<file path="src/spq_pkg.sv">
// Shared constants, types and status codes for the sorted priority queue.
package spq_pkg;

  localparam int DEPTH      = 32;
  localparam int TAG_WIDTH  = 32;
  localparam int PRIO_WIDTH = 8;

  // Fixed widths of the channel fields.
  localparam int PAYLOAD_W = 32;
  localparam int PRIO_W    = 8;
  localparam int STATUS_W  = 2;
  localparam int COUNT_W   = 6;

  // Live-entry counter must hold DEPTH itself.
  localparam int CNT_W = $clog2(DEPTH + 1);

  typedef logic [TAG_WIDTH-1:0]  tag_t;
  typedef logic [PRIO_WIDTH-1:0] prio_t;
  typedef logic [CNT_W-1:0]      cnt_t;

  typedef enum logic [STATUS_W-1:0] {
    ST_OK    = 2'd0,
    ST_FULL  = 2'd1,
    ST_EMPTY = 2'd2
  } status_t;

  typedef enum logic {
    MODE_INSERT = 1'b0,
    MODE_REMOVE = 1'b1
  } mode_t;

  // One stored entry, as handed between neighboring cells.
  typedef struct packed {
    tag_t  tag;
    prio_t prio;
  } entry_t;

  // Operation broadcast to every cell in a cycle.
  typedef struct packed {
    logic  ins_en;
    logic  rem_en;
    tag_t  tag;
    prio_t prio;
  } cell_cmd_t;

endpackage

</file>
<file path="src/spq_if.sv">
// Valid/ready channel interfaces for the queue's request and response sides.
interface spq_in_if;
  logic                        valid;
  logic                        ready;
  logic                        mode;
  logic [spq_pkg::PAYLOAD_W-1:0] payload;
  logic [spq_pkg::PRIO_W-1:0]    priority_req;

  modport source (output valid, output mode, output payload, output priority_req,
                  input ready);
  modport sink   (input valid, input mode, input payload, input priority_req,
                  output ready);
endinterface

interface spq_out_if;
  logic                          valid;
  logic                          ready;
  logic [spq_pkg::STATUS_W-1:0]  status;
  logic [spq_pkg::PAYLOAD_W-1:0] out_payload;
  logic [spq_pkg::PRIO_W-1:0]    out_priority;
  logic [spq_pkg::COUNT_W-1:0]   count;

  modport source (output valid, output status, output out_payload,
                  output out_priority, output count, input ready);
  modport sink   (input valid, input status, input out_payload,
                  input out_priority, input count, output ready);
endinterface

</file>
<file path="src/spq_cell.sv">
// One slot of the sorted shift register: holds an entry, shifts or loads.
module spq_cell (
  input  logic               clk,
  input  spq_pkg::cell_cmd_t cmd,
  input  logic               live,       // slot holds a live entry
  input  logic               prev_place, // left neighbor opens or shifts
  input  spq_pkg::entry_t    prev_ent,
  input  spq_pkg::entry_t    next_ent,
  output logic               place,
  output spq_pkg::entry_t    ent
);

  spq_pkg::entry_t ent_r;
  spq_pkg::entry_t ent_nxt;

  // Strictly greater keeps equal priorities in arrival order.
  assign place = !live || (ent_r.prio > cmd.prio);

  always_comb begin
    ent_nxt = ent_r;
    if (cmd.ins_en && place) begin
      if (prev_place) begin
        ent_nxt = prev_ent;
      end else begin
        ent_nxt.tag  = cmd.tag;
        ent_nxt.prio = cmd.prio;
      end
    end else if (cmd.rem_en) begin
      ent_nxt = next_ent;
    end
  end

  always_ff @(posedge clk) begin
    ent_r <= ent_nxt;
  end

  assign ent = ent_r;

endmodule

</file>
<file path="src/sorted_priority_queue_top.sv">
// Top level of the sorted priority queue: cell chain, live count, result register.
//
//  channel  | dir | handshake        | payload
//  ---------+-----+------------------+--------------------------------------------
//  in_chan  | in  | valid/ready      | mode, payload, priority_req
//  out_chan | out | valid/ready      | status, out_payload, out_priority, count
//
// One transaction per cycle while the output is not stalled: every cell compares
// against the new priority in parallel and shifts or loads in the same edge, and
// the result appears in the output register in the cycle after acceptance.
// Reset (rst_n low, synchronous) clears the live count and the output valid;
// cell contents are not reset, slots past the count are never read.
// A stalled result holds the output register; a new transaction is taken in the
// cycle the pending result is taken.
module sorted_priority_queue_top (
  input  logic             clk,
  input  logic             rst_n,
  spq_in_if.sink           in_chan,
  spq_out_if.source        out_chan
);

  localparam int D = spq_pkg::DEPTH;

  spq_pkg::cnt_t cnt_r;
  spq_pkg::cnt_t cnt_nxt;
  logic          out_valid_r;
  logic          out_valid_nxt;
  logic [spq_pkg::STATUS_W-1:0]  status_r,  status_nxt;
  logic [spq_pkg::PAYLOAD_W-1:0] payload_r, payload_nxt;
  logic [spq_pkg::PRIO_W-1:0]    prio_r,    prio_nxt;
  logic [spq_pkg::COUNT_W-1:0]   count_r,   count_nxt;

  logic accept;
  logic full;
  logic empty;
  logic is_remove;

  spq_pkg::cell_cmd_t cmd;
  spq_pkg::entry_t    ent   [D];
  logic               place [D];

  assign in_chan.ready = !out_valid_r || out_chan.ready;
  assign accept        = in_chan.valid && in_chan.ready;
  assign full          = (cnt_r == spq_pkg::cnt_t'(D));
  assign empty         = (cnt_r == '0);
  assign is_remove     = (in_chan.mode == spq_pkg::MODE_REMOVE);

  // Broadcast command; fields cast to the stored widths.
  always_comb begin
    cmd.ins_en = accept && !is_remove && !full;
    cmd.rem_en = accept &&  is_remove && !empty;
    cmd.tag    = spq_pkg::tag_t'(in_chan.payload);
    cmd.prio   = spq_pkg::prio_t'(in_chan.priority_req);
  end

  // Cell chain: slot 0 is the head. Live slots form a prefix given by the count.
  for (genvar i = 0; i < D; i++) begin : g_cell
    spq_cell u_cell (
      .clk        (clk),
      .cmd        (cmd),
      .live       (cnt_r > spq_pkg::cnt_t'(i)),
      .prev_place ((i == 0) ? 1'b0 : place[(i == 0) ? 0 : i - 1]),
      .prev_ent   (ent[(i == 0) ? 0 : i - 1]),
      .next_ent   (ent[(i == D - 1) ? D - 1 : i + 1]),
      .place      (place[i]),
      .ent        (ent[i])
    );
  end

  // Live count and result formation.
  always_comb begin
    cnt_nxt     = cnt_r;
    status_nxt  = status_r;
    payload_nxt = payload_r;
    prio_nxt    = prio_r;
    count_nxt   = count_r;
    if (cmd.ins_en) begin
      cnt_nxt = cnt_r + spq_pkg::cnt_t'(1);
    end else if (cmd.rem_en) begin
      cnt_nxt = cnt_r - spq_pkg::cnt_t'(1);
    end
    if (accept) begin
      payload_nxt = '0;
      prio_nxt    = '0;
      if (is_remove) begin
        if (empty) begin
          status_nxt = spq_pkg::ST_EMPTY;
        end else begin
          status_nxt  = spq_pkg::ST_OK;
          payload_nxt = spq_pkg::PAYLOAD_W'(ent[0].tag);
          prio_nxt    = spq_pkg::PRIO_W'(ent[0].prio);
        end
      end else begin
        status_nxt = full ? spq_pkg::ST_FULL : spq_pkg::ST_OK;
      end
      count_nxt = spq_pkg::COUNT_W'(cnt_nxt);
    end
  end

  always_comb begin
    out_valid_nxt = out_valid_r;
    if (accept) begin
      out_valid_nxt = 1'b1;
    end else if (out_chan.ready) begin
      out_valid_nxt = 1'b0;
    end
  end

  always_ff @(posedge clk) begin
    if (!rst_n) begin
      cnt_r       <= '0;
      out_valid_r <= 1'b0;
    end else begin
      cnt_r       <= cnt_nxt;
      out_valid_r <= out_valid_nxt;
    end
  end

  // Result payload registers need no reset.
  always_ff @(posedge clk) begin
    status_r  <= status_nxt;
    payload_r <= payload_nxt;
    prio_r    <= prio_nxt;
    count_r   <= count_nxt;
  end

  assign out_chan.valid        = out_valid_r;
  assign out_chan.status       = status_r;
  assign out_chan.out_payload  = payload_r;
  assign out_chan.out_priority = prio_r;
  assign out_chan.count        = count_r;

  // Count never passes the store depth.
  a_cnt_bound: assert property (@(posedge clk) disable iff (!rst_n)
    cnt_r <= spq_pkg::cnt_t'(D))
    else $error("live count above depth");

  // A rejected insert leaves the count at depth.
  a_full_cnt: assert property (@(posedge clk) disable iff (!rst_n)
    (accept && !is_remove && full) |=> (cnt_r == spq_pkg::cnt_t'(D)))
    else $error("rejected insert changed count");

  // Head stays sorted ahead of its neighbor.
  a_head_sorted: assert property (@(posedge clk) disable iff (!rst_n)
    (cnt_r >= spq_pkg::cnt_t'(2)) |-> (ent[0].prio <= ent[1].prio))
    else $error("head out of order");

  // A successful remove drops the count by one.
  a_rem_cnt: assert property (@(posedge clk) disable iff (!rst_n)
    cmd.rem_en |=> (cnt_r == $past(cnt_r) - spq_pkg::cnt_t'(1)))
    else $error("remove count mismatch");

endmodule
</file>
<file path="src/flat_wrapper.sv">
// flat-port wrapper written by rule: the top's interface ports become plain ports
module sorted_priority_queue_top_flat 
  (clk, rst_n, in_chan_valid, in_chan_mode, in_chan_payload, in_chan_priority_req, in_chan_ready, out_chan_valid, out_chan_status, out_chan_out_payload, out_chan_out_priority, out_chan_count, out_chan_ready);
  spq_in_if in_chan_i ();
  spq_out_if out_chan_i ();
  input  logic clk;
  input  logic rst_n;
  input wire logic [$bits(in_chan_i.valid)-1:0] in_chan_valid;
  input wire logic [$bits(in_chan_i.mode)-1:0] in_chan_mode;
  input wire logic [$bits(in_chan_i.payload)-1:0] in_chan_payload;
  input wire logic [$bits(in_chan_i.priority_req)-1:0] in_chan_priority_req;
  output wire logic [$bits(in_chan_i.ready)-1:0] in_chan_ready;
  output wire logic [$bits(out_chan_i.valid)-1:0] out_chan_valid;
  output wire logic [$bits(out_chan_i.status)-1:0] out_chan_status;
  output wire logic [$bits(out_chan_i.out_payload)-1:0] out_chan_out_payload;
  output wire logic [$bits(out_chan_i.out_priority)-1:0] out_chan_out_priority;
  output wire logic [$bits(out_chan_i.count)-1:0] out_chan_count;
  input wire logic [$bits(out_chan_i.ready)-1:0] out_chan_ready;
  assign in_chan_i.valid = in_chan_valid;
  assign in_chan_i.mode = in_chan_mode;
  assign in_chan_i.payload = in_chan_payload;
  assign in_chan_i.priority_req = in_chan_priority_req;
  assign in_chan_ready = in_chan_i.ready;
  assign out_chan_valid = out_chan_i.valid;
  assign out_chan_status = out_chan_i.status;
  assign out_chan_out_payload = out_chan_i.out_payload;
  assign out_chan_out_priority = out_chan_i.out_priority;
  assign out_chan_count = out_chan_i.count;
  assign out_chan_i.ready = out_chan_ready;
  sorted_priority_queue_top u_core (.clk(clk), .rst_n(rst_n), .in_chan(in_chan_i), .out_chan(out_chan_i));
endmodule
</file>
<file path="config.mk">
export PLATFORM = sky130hd
export DESIGN_NAME = sorted_priority_queue_top_flat
export DESIGN_NICKNAME = d
export VERILOG_FILES = /design/src/spq_pkg.sv /design/src/spq_if.sv /design/src/spq_cell.sv /design/src/sorted_priority_queue_top.sv /design/src/flat_wrapper.sv
export SDC_FILE = /design/constraint.sdc
export NUM_CORES = 2
export LEC_CHECK = 0
export BUFFER_PORTS_ARGS = -buffer_cell sky130_fd_sc_hd__clkbuf_2
export CAP_MARGIN = 40
export CORE_MARGIN = 1.5
export CORE_UTILIZATION = 40
export CTS_CLUSTER_DIAMETER = 200
export DETAILED_ROUTE_END_ITERATION = 12
export PLACE_DENSITY = 0.64
export SYNTH_ARGS = -nofsm -noshare
export SYNTH_HDL_FRONTEND = slang
export SYNTH_SLANG_ARGS = --single-unit
</file>
<file path="constraint.sdc">
create_clock -name clk -period 16.6 [get_ports clk]
set_clock_uncertainty 0.05 [all_clocks]
set_input_delay 2.49 -clock clk [delete_from_list [all_inputs] [get_ports clk]]
set_output_delay 2.49 -clock clk [all_outputs]
set_load 0.01 [all_outputs]
</file>
## Yosys cells after proc, flatten, opt, wreduce, memory -nomap -nowiden

Cells that the tools add are included.

- $add $sub $neg: 2
- $lt $le $gt $ge: 64
- Eq/ne operators: 1
- Multiplexer cells: 100
- Bitwise operators: 1
- Reductions and logical operators: 140

Operators with widths:

| operator | count |
|---|---|
| 40-bit two-way mux | 93 |
| 8-bit greater-than comparator | 32 |
| 6-bit by 5-bit greater-than comparator with 1-bit output (second input constant) | 16 |
| 2-bit nonzero test | 32 |
| 6-bit by 4-bit greater-than comparator with 1-bit output (second input constant) | 8 |
| 1-bit logical AND | 37 |
| 1-bit zero test | 36 |
| 1-bit logical OR | 33 |
| 6-bit by 3-bit greater-than comparator with 1-bit output (second input constant) | 4 |
| 6-bit by 1-bit greater-than comparator with 1-bit output (second input constant) | 2 |
| 6-bit by 2-bit greater-than comparator with 1-bit output (second input constant) | 2 |
| 6-bit two-way mux | 2 |
| 6-bit by 1-bit adder with 6-bit output (second input constant) | 1 |
| 6-bit == test (second input constant) | 1 |
| 6-bit zero test | 1 |
| 6-bit by 1-bit subtractor with 6-bit output (second input constant) | 1 |
| 2-bit two-way mux | 2 |
| 1-bit two-way mux | 3 |
| 2-bit OR reduction | 1 |
| 1-bit NOT | 1 |

- Bits in registers: 1335
- Input port bits: 45
- Output and inout port bits: 50
- Logic and storage cells: 378

## Logic depth before layout (Yosys ltp)

- Word-level depth: 7
- Mapped depth: 11
- Gate-level depth less buffers: 8

## Modules after synthesis

From an unflattened synthesis, not the netlist that was laid out.

- Cells, all modules: 5650
- Area, all modules: 83850.4 µm²

By module, submodules not included:

| module | times used | cells an instance | area an instance (µm²) | seq. area each (µm²) |
|---|---|---|---|---|
| spq_cell (u_core.g_cell[0].u_cell ...) | 18 | 169 | 2536.2 | 1201.2 |
| spq_cell (u_core.g_cell[26].u_cell ...) | 14 | 169 | 2534.9 | 1201.2 |
| sorted_priority_queue_top | 1 | 242 | 2710.1 | 1581.5 |

## Least setup slack after synthesis

No wires, ideal clock.

- Path kind: input-to-reg
- Start: in in_chan_priority_req[3]
- End: reg u_core.g_cell[4].u_cell.ent_r (netlist bit u_core.g_cell[4].u_cell.ent[0]) (enable)
- Library setup time: 493 ps
- Arrival time: 7135 ps
- Setup slack: 8922 ps
- Stages: 8
- Buffers on the path: 1
- Cell sequence: inv_1 > ha_1 > and4_1 > nor2b_1 > a21oi_1 > nor3_2 > buf_2 > o21ai_0

- Cells in the longest elaborated chain, start to end: 4

RTL lines:

| what | RTL line | RTL |
|---|---|---|
| from (decl) | flat_wrapper.sv:11 | `input wire logic [$bits(in_chan_i.priority_req)-1:0] in_chan_priority_req;` |
| 8-bit greater-than comparator | spq_cell.sv:17 | `assign place = !live \|\| (ent_r.prio > cmd.prio);` |
| 1-bit logical OR | spq_cell.sv:17 |  |
| 1-bit logical AND | spq_cell.sv:21 | `if (cmd.ins_en && place) begin` |
| 2-bit nonzero test (no source line) | - |  |
| to (signal assigned) | spq_cell.sv:34 | `ent_r <= ent_nxt;` |
| to (decl) | spq_cell.sv:13 | `spq_pkg::entry_t ent_r;` |

No other way between the ends.
A chain may end at the register's enable or synchronous reset.

## Final worst setup path

- Start: in in_chan_priority_req[6]
- End: reg u_core.g_cell[9].u_cell.ent_r (netlist bit u_core.g_cell[9].u_cell.ent[13]) (enable)

- Cells in the longest elaborated chain, start to end: 4

RTL lines:

| what | RTL line |
|---|---|
| 8-bit greater-than comparator | spq_cell.sv:17 |
| 1-bit logical OR | spq_cell.sv:17 |
| 1-bit logical AND | spq_cell.sv:21 |
| 2-bit nonzero test (no source line) | - |
| to (signal assigned) | spq_cell.sv:34 |
| to (decl) | spq_cell.sv:13 |

No other way between the ends.

==> impl_metrics.csv <==
group,metric,value,unit
timing,final_max_slew_viol_count,0,
floorplanning,die_w,430,um
worst_setup_path,cp_max_fo,81,
worst_setup_path,cpPeakStageDelay,640,ps
drt,first_iter_violations,6235,
cells_and_area,fin_util,0.446,
synthesis,yosysSeqAreaShare,0.548,
timing,setup_tns,0,ps
synthesis,synth_area_leaders,"edfxtp_1 55%, mux2i_1 16%, o21ai_0 6.3%, nand2_1 5.4%, ha_1 4.5%",
clock_tree,clock_latency,810,ps
drt,firstDrtPassIters,8,
clock_tree,cts_resized,0,
cells_and_area,fillCellCount,16838,
placement,gp_congestion,0.885,
synthesis,syn_nets,6776,
floorplanning,dieArea,0.185,mm2
synthesis,syn_area,0.0731,mm2
timing,worst_pin_slew,935,ps
cells_and_area,layout_common_cells,"1328 x edfxtp_1, 1192 x mux2i_1, 1029 x nand2_1",
global_route,grt_max_degree,82,
worst_setup_path,r2r_cells,10,
clock_tree,cts_hold_buffers,0,
synthesis,syn_inst,6470,
synthesis,postSynth.asyncResetShare,0,
worst_setup_path,critical_path_class,"in -> reg",
pwr,p_per_area,163,mW/mm2
worst_setup_path,path_cells,"clkbuf_2 -> buf_4 -> clkinv_1 -> buf_4 -> ha_1 -> nand2_1 -> or3_1 -> a21o_1 -> o21ai_4 -> buf_4 -> nand2_2 -> buf_12",
floorplanning,initial_utilization,0.403,
drt,wl_per_cell,25.5,um
global_route,grt_pass1_vias,51798,
clock_tree,cts_made_buffers,146,
timing,fin_crit_sh,0.388,
worst_setup_path,cp_slowest_cell,"buf_4",
cells_and_area,fin_cells,8842,
clock_tree,postCtsSetupBuffers,0,
worst_setup_path,cp-start-kind,"input pin",
drt,wirelength,226,mm
worst_hold_path,hold_class,"reg -> reg",
job,max_cap_viol_count,0,
floorplanning,core_area,0.181,mm2
drt,drtAntennaViolNets,0,
global_route,antenna_found_initial,5,
synthesis,synthFlopType,"edfxtp_1",
synthesis,synth_top_area_frac,0.546,
clock_tree,cts_root_buf,"clkbuf_16",
floorplanning,die_y,430,um
synthesis,yosys_warnings,0,
floorplanning,row_count,156,
timing,rsz0062_at_grt,"false",
status,status,"finished clean",
worst_setup_path,worstPathRequired,17090,ps
placement,io_buffers,94,
timing,relSlewSlack,0.377,
synthesis,synth.distinct_cells,66,
timing,clock.fmax,155,MHz
worst_setup_path,cp.arrival,6930,ps
global_route,grt_pass1_wl,335,mm
clock_tree,htreeDepth,4,
drt,via_per_inst,5.93,
pwr,peakVddDrop,121,uV
worst_setup_path,crit_top_cell,"buf_4",
cells_and_area,synthToLayoutAreaGrowth,10.6,%
cells_and_area,drive_gt1_frac,0.0955,
synthesis,synth_edf_count,1328,
cells_and_area,final_common_cell,"edfxtp_1",
timing,holdWs,471,ps
drt,vias,52428,
pwr,p_leak,31.3,nW
timing,period_minus_slack,6440,ps
floorplanning,ios,95,
clock_tree,cts_tree,"built",
drt,drc,0,
placement,dp.cells,8559,
global_route,grt.total_usage,0.237,
clock_tree,clock-sinks,1335,
synthesis,syn_area_per_cell,11.3,um2
synthesis,synth_top_area_cell,"edfxtp_1",
worst_setup_path,worstSetupEndpointType,"flip-flop",
timing,finalSetupViolCount,0,
global_route,grt_overflow,0,
clock_tree,clockBufferDepth,3,
cells_and_area,num-nets-final,6644,
pwr,finalPower,0.0132,W
clock_tree,clk_pin_slew,60,ps
placement,hpwl,152,mm
worst_hold_path,min_path_cells,2,
timing,finalHoldViolations,0,
synthesis,synth-seq-cells,1335,
-- synthesized netlist by cell type, drive strengths merged (3+ instances only) --
library cell / count
and2: 8
o211ai: 30
mux2i: 1192
nand3: 9
o21ai: 1012
o31ai: 16
ha: 261
a22oi: 4
nand4: 48
a21oi: 409
nand2: 1045
inv: 50
a21boi: 3
nor3: 28
or2: 8
a211o: 3
nor2: 220
a31o: 5
o31a: 8
mux2: 79
edfxtp: 1328
nor2b: 34
nand2b: 17
xnor2: 5
a211oi: 4
clkbuf: 315
dfxtp: 7
a21o: 8
or3: 3
or3b: 10
and4: 6
and3: 43
a31oi: 8
o21a: 14
buf: 213
-- per-layer routing --
| layer | track usage | wire (um) | up-vias | part of all wire |
|---|---|---|---|---|
| met2 | 0.358 | 101000 | 2276 | 0.45 |
| met4 | 0.0853 | 7480 | 0 | 0.033 |
| met1 | 0.337 | 98200 | 26160 | 0.44 |
| met3 | 0.0461 | 19600 | 358 | 0.087 |
| met5 | 0 | 0 | - | 0 |
| li1 | - | - | 23634 | - |
-- path summary, 6_finish.rpt --
check	from	endpoint	slack, ps
worst min register to register	u_core.g_cell[31].u_cell.ent[26]$_DFFE_PP_	u_core.g_cell[30].u_cell.ent[26]$_DFFE_PP_	470
worst max register to register	u_core.cnt_r[0]$_SDFF_PN0_	u_core.g_cell[12].u_cell.ent[28]$_DFFE_PP_	11680
worst min-delay path	u_core.g_cell[31].u_cell.ent[26]$_DFFE_PP_	u_core.g_cell[30].u_cell.ent[26]$_DFFE_PP_	470
worst max-delay path	in_chan_priority_req[6]	u_core.g_cell[9].u_cell.ent[13]$_DFFE_PP_	10160
-- registers in the layout, summed over array words and instances (netlist names) --
name,flops
u_core.g_cell.u_cell.ent,1280
u_core.out_chan.status,2
u_core.out_chan.out_priority,8
u_core.cnt_r,6
u_core.out_chan.count,6
u_core.out_chan.out_payload,32
u_core.out_chan.valid,1
-- per-stage QoR --
stage | cell area (um2) | worst slack, ps
floorplan | 73100 | 8920
global placement | 75400 | 8620
detailed placement | 76200 | 9070
CTS | 80800 | 9910
global route | 80800 | 9950
finish | 80800 | 10160
-- logic make-up (layout without fill, tap and decap cells) --
family                   count (synthesis)  in the layout  synth area share
AO/OA/AOI/OAI                         1537           1537             0.112
AND/OR/NAND/NOR                       1483           1483            0.0845
flip-flops                            1335           1335             0.548
multiplexers                          1271           1271             0.175
adder cells (fa/ha/maj)                261            261            0.0447
other                                    0             20                 0
buffers and inverters                  578            560            0.0352
XOR/XNOR                                 5              5          0.000599
-- power by group --
group	switching [W]	leakage [nW]	internal (W)
Combinational	0.00265	16.5	0.00152
Clock	0.00140	2.22	0.00181
Sequential	0.000714	12.6	0.00509
-- critical path: cells and delay by family --
family	cells	cell delay, ps
buf+inv	6	2550
compound gates	2	450
simple gates	3	950
fa+ha+maj	1	350
-- layout make-up --
type                            instances  area (um2)  share of cell area
Sequential cell                      1335       40000               0.495
Multi-Input combinational cell       4557       30900               0.382
Clock buffer                          188        3910              0.0483
Tap cell                             2370        2970              0.0367
Timing Repair Buffer                  248        2120              0.0263
Clock inverter                         74         672             0.00831
Inverter                               50         188             0.00232
Antenna cell                           20        50.0            0.000619
(Power assumes the default switching activity.)
